<file path="config.mk">
export PLATFORM = sky130hd
export DESIGN_NAME = bjtem_mulq16
export DESIGN_NICKNAME = d
export VERILOG_FILES = /design/src/bjtem_pkg.sv /design/src/bjtem_mulq16.sv
export SDC_FILE = /design/constraint.sdc
export NUM_CORES = 2
export LEC_CHECK = 0
export ABC_AREA = 1
export BUFFER_PORTS_ARGS = -buffer_cell sky130_fd_sc_hd__buf_2
export CORE_MARGIN = 4
export CORE_UTILIZATION = 40
export DETAILED_ROUTE_END_ITERATION = 8
export SYNTH_ARGS = -nofsm -noshare
export SYNTH_HDL_FRONTEND = slang
export SYNTH_SLANG_ARGS = --single-unit
</file>
<file path="constraint.sdc">
create_clock -name clk -period 12.49 [get_ports clk]
set_input_delay 2.498 -clock clk [delete_from_list [all_inputs] [get_ports clk]]
set_output_delay 2.498 -clock clk [all_outputs]
set_load 0.02 [all_outputs]
</file>
<file path="src/bjtem_pkg.sv">
// Shared constants, types and helpers for the Ebers-Moll current unit.
package bjtem_pkg;

    localparam int VOLT_W  = 24;   // Q4.20 junction voltage
    localparam int RECIP_W = 24;   // unsigned Q8.16 reciprocals
    localparam int LOGIS_W = 25;   // signed Q9.16 log of saturation current
    localparam int X_W     = 30;   // exponent argument, Q.16
    localparam int E_W     = 57;   // exponential / product magnitude, Q.32
    localparam int SUM_W   = 60;   // signed sum of four magnitudes
    localparam int OUT_W   = 48;   // signed Q16.32 result

    localparam logic [30:0] LOG2E_Q30 = 31'd1549082005;
    localparam logic [29:0] LN2_Q30   = 30'd744261118;
    localparam logic [30:0] ONE_Q30   = 31'd1073741824;
    // ceil(2^29/3): exact floor(y/3) for y below 2^27
    localparam logic [27:0] RECIP3_Q29 = 28'd178956971;
    localparam logic [E_W-1:0] CAP_VAL = E_W'(1) << 56;

    localparam logic signed [SUM_W-1:0] OUT_MAX = SUM_W'((64'sd1 <<< 47) - 64'sd1);
    localparam logic signed [SUM_W-1:0] OUT_MIN = -SUM_W'(64'sd1 <<< 47);

    typedef enum logic [1:0] {
        REG_INV_VT      = 2'd0,
        REG_LOG_IS      = 2'd1,
        REG_INV_ALPHA_F = 2'd2,
        REG_INV_ALPHA_R = 2'd3
    } cfg_reg_t;

    typedef struct packed {
        logic [OUT_W-1:0] val;
        logic             ov;
    } clamp_t;

    // 2^(k/16) in Q30
    function automatic logic [30:0] pow2_frac(input logic [3:0] idx);
        logic [30:0] v;
        unique case (idx)
            4'd0:  v = 31'd1073741824;
            4'd1:  v = 31'd1121280436;
            4'd2:  v = 31'd1170923762;
            4'd3:  v = 31'd1222764986;
            4'd4:  v = 31'd1276901417;
            4'd5:  v = 31'd1333434672;
            4'd6:  v = 31'd1392470869;
            4'd7:  v = 31'd1454120821;
            4'd8:  v = 31'd1518500250;
            4'd9:  v = 31'd1585730000;
            4'd10: v = 31'd1655936265;
            4'd11: v = 31'd1729250827;
            4'd12: v = 31'd1805811301;
            4'd13: v = 31'd1885761398;
            4'd14: v = 31'd1969251188;
            default: v = 31'd2056437387;
        endcase
        return v;
    endfunction

    // saturate to the signed 48-bit result range
    function automatic clamp_t clamp_out(input logic signed [SUM_W-1:0] v);
        clamp_t c;
        if (v > OUT_MAX) begin
            c.val = OUT_MAX[OUT_W-1:0];
            c.ov  = 1'b1;
        end else if (v < OUT_MIN) begin
            c.val = OUT_MIN[OUT_W-1:0];
            c.ov  = 1'b1;
        end else begin
            c.val = v[OUT_W-1:0];
            c.ov  = 1'b0;
        end
        return c;
    endfunction

endpackage

</file>
<file path="src/bjtem_mulq16.sv">
// Two-stage floor(e*c/2^16) with clamp at 2^56.
module bjtem_mulq16 (
    input  logic                                clk,
    input  logic [bjtem_pkg::E_W-1:0]           e,
    input  logic [bjtem_pkg::RECIP_W-1:0]       c,
    output logic [bjtem_pkg::E_W-1:0]           r,
    output logic                                ov
);

    logic [48:0] hi_reg, hi_next;
    logic [55:0] lo_reg, lo_next;
    logic [bjtem_pkg::E_W-1:0] sum;
    logic [bjtem_pkg::E_W-1:0] r_reg, r_next;
    logic ov_reg, ov_next;

    assign hi_next = e[56:32] * c;
    assign lo_next = e[31:0] * c;
    assign sum     = {1'b0, hi_reg[39:0], 16'b0} + bjtem_pkg::E_W'(lo_reg[55:16]);

    always_comb
    begin
        if (hi_reg[48:40] != 9'd0 || sum > bjtem_pkg::CAP_VAL) begin
            r_next  = bjtem_pkg::CAP_VAL;
            ov_next = 1'b1;
        end else begin
            r_next  = sum;
            ov_next = 1'b0;
        end
    end

    always_ff @(posedge clk)
    begin
        hi_reg <= hi_next;
        lo_reg <= lo_next;
        r_reg  <= r_next;
        ov_reg <= ov_next;
    end

    assign r  = r_reg;
    assign ov = ov_reg;

endmodule

</file>
* Word-level counts from Yosys, hierarchy flattened *
Index checks and enable logic that the tools add are counted.
Widths: inputs -> output; s select.

storage, ports and cells
  logic and storage cells = 11
  flip-flop bits (word level) = 163
  bits of input ports = 82
  output and inout bits = 58

cells by class
  $mul = 2
  $lt $le $gt $ge = 1
  reductions and logical operators = 2
  add/sub/neg operators = 1
  multiplexer cells = 1

operator list
  kind                  number
  $add 56x40->57        1
  $gt 57x57->1 const B  1
  $mul 32x24->56        1
  $mul 25x24->49        1
  $reduce_bool 9->1     1
  $logic_or 1x1->1      1
  $mux 1                1

* Logic depth before layout (Yosys ltp) *
  depth after elaboration = 4
  depth in mapped cells = 30
  depth with buffers taken out = 28

* Worst setup path before layout *
Ideal clock, no wire load.

  kind = input to register
  start = input c[3] (netlist bit)
  end = register hi_reg[43]
  cell stages on the path = 29
  path buffers = 2
  arrival = 8.427 ns
  setup time = 0.072 ns
  slack = 3.992 ns
  data required time = 12.418 ns
  cell sequence = clkbuf_1 > buf_1 > nand2_1 > fa_1 > inv_1 > fa_1 > inv_1 > fa_1 > inv_1 > fa_1 > inv_1 > fa_1 > inv_1 > fa_1 > inv_1 > fa_1 > inv_1 > ha_1 > nand2_1 > nor2_1 > inv_1 > o21ai_0 > nand3_1 > nand2_1 > a21oi_1 > o21ai_0 > nand3_1 > nand2_1 > xor2_1

between the ends
  word-level cells in the longest chain between the ends = 1

RTL lines
  what                  RTL line            source
  start, declared       bjtem_mulq16.sv:5   input logic [bjtem_pkg::RECIP_W-1:0] c,
  $mul 25x24->49        bjtem_mulq16.sv:16  assign hi_next = e[56:32] * c;
  net hi_next[43]       bjtem_mulq16.sv:10  logic [48:0] hi_reg, hi_next;
  end signal, assigned  bjtem_mulq16.sv:33  hi_reg <= hi_next;
  end, declared         bjtem_mulq16.sv:10

The timed path passes the listed nets, and every way through them passes these cells.
A chain may end at the register's enable or synchronous reset.

* Final worst setup path *
  start = input c[10] (netlist bit)
  end = register lo_reg[35]

between the ends
  word-level cells in the longest chain between the ends = 1

RTL lines
  what                  RTL line            source
  $mul 32x24->56        bjtem_mulq16.sv:17  assign lo_next = e[31:0] * c;
  net lo_next[35]       bjtem_mulq16.sv:11  logic [55:0] lo_reg, lo_next;
  end signal, assigned  bjtem_mulq16.sv:34  lo_reg <= lo_next;
  end, declared         bjtem_mulq16.sv:11

The timed path passes the listed nets, and every way through them passes these cells.

==> qor.txt <==
Worst Path Max Fanout -> 31
Commonest non-fill, non-tap cells in the layout -> inv_1, nand2_1, fa_1, ha_1, nor2_1
Share of layout cells above drive strength 1 -> 3.667%
Vias per inst -> 4.795
Syn Area/Cell -> 7.516 um^2
Global-route wire length before repair -> 238.6 mm
Clock tree buffer depth -> 2
Dpl ws -> 2.619 ns
Final min period -> 9.486 ns
Core Rows -> 132
Most area-hungry cell type in the Yosys netlist -> fa_1
Top cell type's share of synthesized area -> 44.41%
Final setup margin -> 3.004 ns
First-pass iteration count of the detailed router -> 6
Clock skew -> 0.01506 ns
#FFs+latches synth -> 147
Synth cell types -> 42
Post-CTS sizing -> 0
Die Wd -> 369.9 um
Setup bufs post-CTS -> 0
Hold/Removal Path Class -> reg2reg
H-tree levels -> 4
Final worst-path cycle share -> 75.95%
Yosys warns -> 0
Setup TNS -> 0 ns
Root buf cell -> clkbuf_16
CP Capture Type -> flip-flop
Final Hold Vio Count -> 0
Ports -> 140
DP HPWL -> 121.9 mm
Post-Syn Instances -> 6969
Critical Path Start Type -> primary input
Grt ovf -> 0
Syn Nets -> 8590
Status -> complete, no violations
Critical Path AT -> 9.77 ns
Fmax achieved -> 0.1054 GHz
Drt wl/cell -> 17.00 um
Clock-pin slew on the worst setup and hold paths -> 0.07 ns
Critical path class -> in2reg
Port bufs -> 139
Core box area -> 129800 um^2
Antenna-violating nets left -> 0
DRC Markers -> 0
Vias -> 41471
Largest net degree at the start of global routing -> 58
Post-synthesis cell area -> 52380 um^2
Clock sinks -> 147
Worst-Margin Slew -> 1.171 ns
Register area share after synthesis -> 5.619%
Vias in the first global route -> 44043
Final setup viols -> 0
CTS tree -> built
Hold buffers post-CTS -> 0
Placer congestion estimate -> 0.9141
Max-Cap Viols -> 0
Synthesis-to-finish area growth -> 5.119%
Largest register FFs -> 57
First DRT Iteration DRCs -> 2789
Gr usage total -> 22.04%
Most common cell after layout, fill and taps aside -> inv_1
Clock buffer count from CTS -> 17
Initial antenna violation count -> 13
Initial Util -> 40.35%
Critical Path RT -> 12.77 ns
Clock Latency Late Sink -> 0.46 ns
Die Span Y -> 369.9 um
Die area -> 136800 um^2
Final Max Slew Viols -> 0
Synth top area cells -> fa_1, inv_1, nand2_1
Net count reported at finish -> 8507
Post-Route WL -> 147.0 mm
RSZ-0062 raised after global routing -> no
Max-Slew Margin vs Limit -> 21.94%
## cell type report
class	count	area (um^2)
antenna	7	17.52
clock buffer	20	446.7
clock inverter	12	170.2
fill	13443	74760
inverter	2311	8675
multi-input combinational	4241	39710
sequential	147	2943
tap	1742	2180
timing repair buffer	168	913.4
## worst max-delay path, stage by stage
cell     delay [ns]
buf_2          0.62
buf_4          0.55
nand2_1        0.16
fa_1           0.53
fa_1           0.55
inv_1          0.05
fa_1           0.47
fa_1           0.57
fa_1           0.43
fa_1           0.49
inv_1          0.05
fa_1           0.48
inv_1          0.05
ha_1           0.40
nand2_1        0.12
nor2_1         0.27
inv_1          0.10
nor2_1         0.12
inv_1          0.06
nor3_1         0.23
a21oi_1        0.23
xnor2_1        0.68
## Yosys cell counts
cell and n:
inv_1 2309, nand2_1 1850, fa_1 1162, ha_1 377
nor2_1 219, clkbuf_1 198, a21oi_1 178, dfxtp_1 147
o21ai_0 76, nand3_1 75, buf_1 62, xor2_1 60
a21oi_2 40, a31oi_1 35, xnor2_1 34, nand4_1 24
nor3_1 21, o21a_1 15, o211ai_1 10, nand3b_1 9
a21o_1 8, nor4_1 8, o21bai_1 8, a21boi_0 6
buf_2 5, buf_6 4, nor2_2 4, a211oi_1 3
nand2_2 3, and3_1 2, inv_2 2, nor2_4 2
o2111ai_1 2, o21ai_1 2, o31ai_1 2, a22oi_1 1
a311oi_1 1, buf_4 1, nand3_2 1, nor3_2 1
o311ai_0 1, or2_2 1
## path summary, 6_finish.rpt
| path | start | end | slack (ns) | cells past startpoint |
|---|---|---|---|---|
| worst max register to register | lo_reg[32] | r[11] | 8.77 | 18 |
| worst max-delay path | c[10] | lo_reg[35] | 3.00 | 22 |
| worst min register to register | lo_reg[23] | r[7] | 0.43 | 2 |
| worst min-delay path | lo_reg[23] | r[7] | 0.43 | 2 |
## per-layer routing
| metal | vias to the layer above | global-route usage [%] | routed length, um |
|---|---|---|---|
| met5 | - | 0 | 27 |
| met4 | 4 | 5.791 | 3758 |
| met3 | 196 | 4.199 | 11520 |
| met2 | 1393 | 35.01 | 66370 |
| met1 | 20636 | 30.97 | 65330 |
| li1 | 19242 | - | - |
## logic make-up after synthesis
logic type      synth area share (%)
buf+inv                        18.57
simple gates                   16.46
fa+ha+maj                      53.42
compound gates                 4.360
flops                          5.619
xor+xnor                       1.572
## through the flow
stage	cell area [um^2]	hold slack [ns]	instances	utilization [%]
5_1_grt	55040	0.4366	8642	42.40
3_5_place_dp	54420	0.4224	8609	41.92
4_1_cts	55040	0.4237	8641	42.40
2_1_floorplan	52380	0.4053	6969	-
6_report	55060	0.4259	8648	42.41
3_3_place_gp	54420	0.4188	8609	41.92
Power is left out: the tool's default activity adds up to more than one toggle a clock period on the data nets, which glitch-free logic cannot reach.
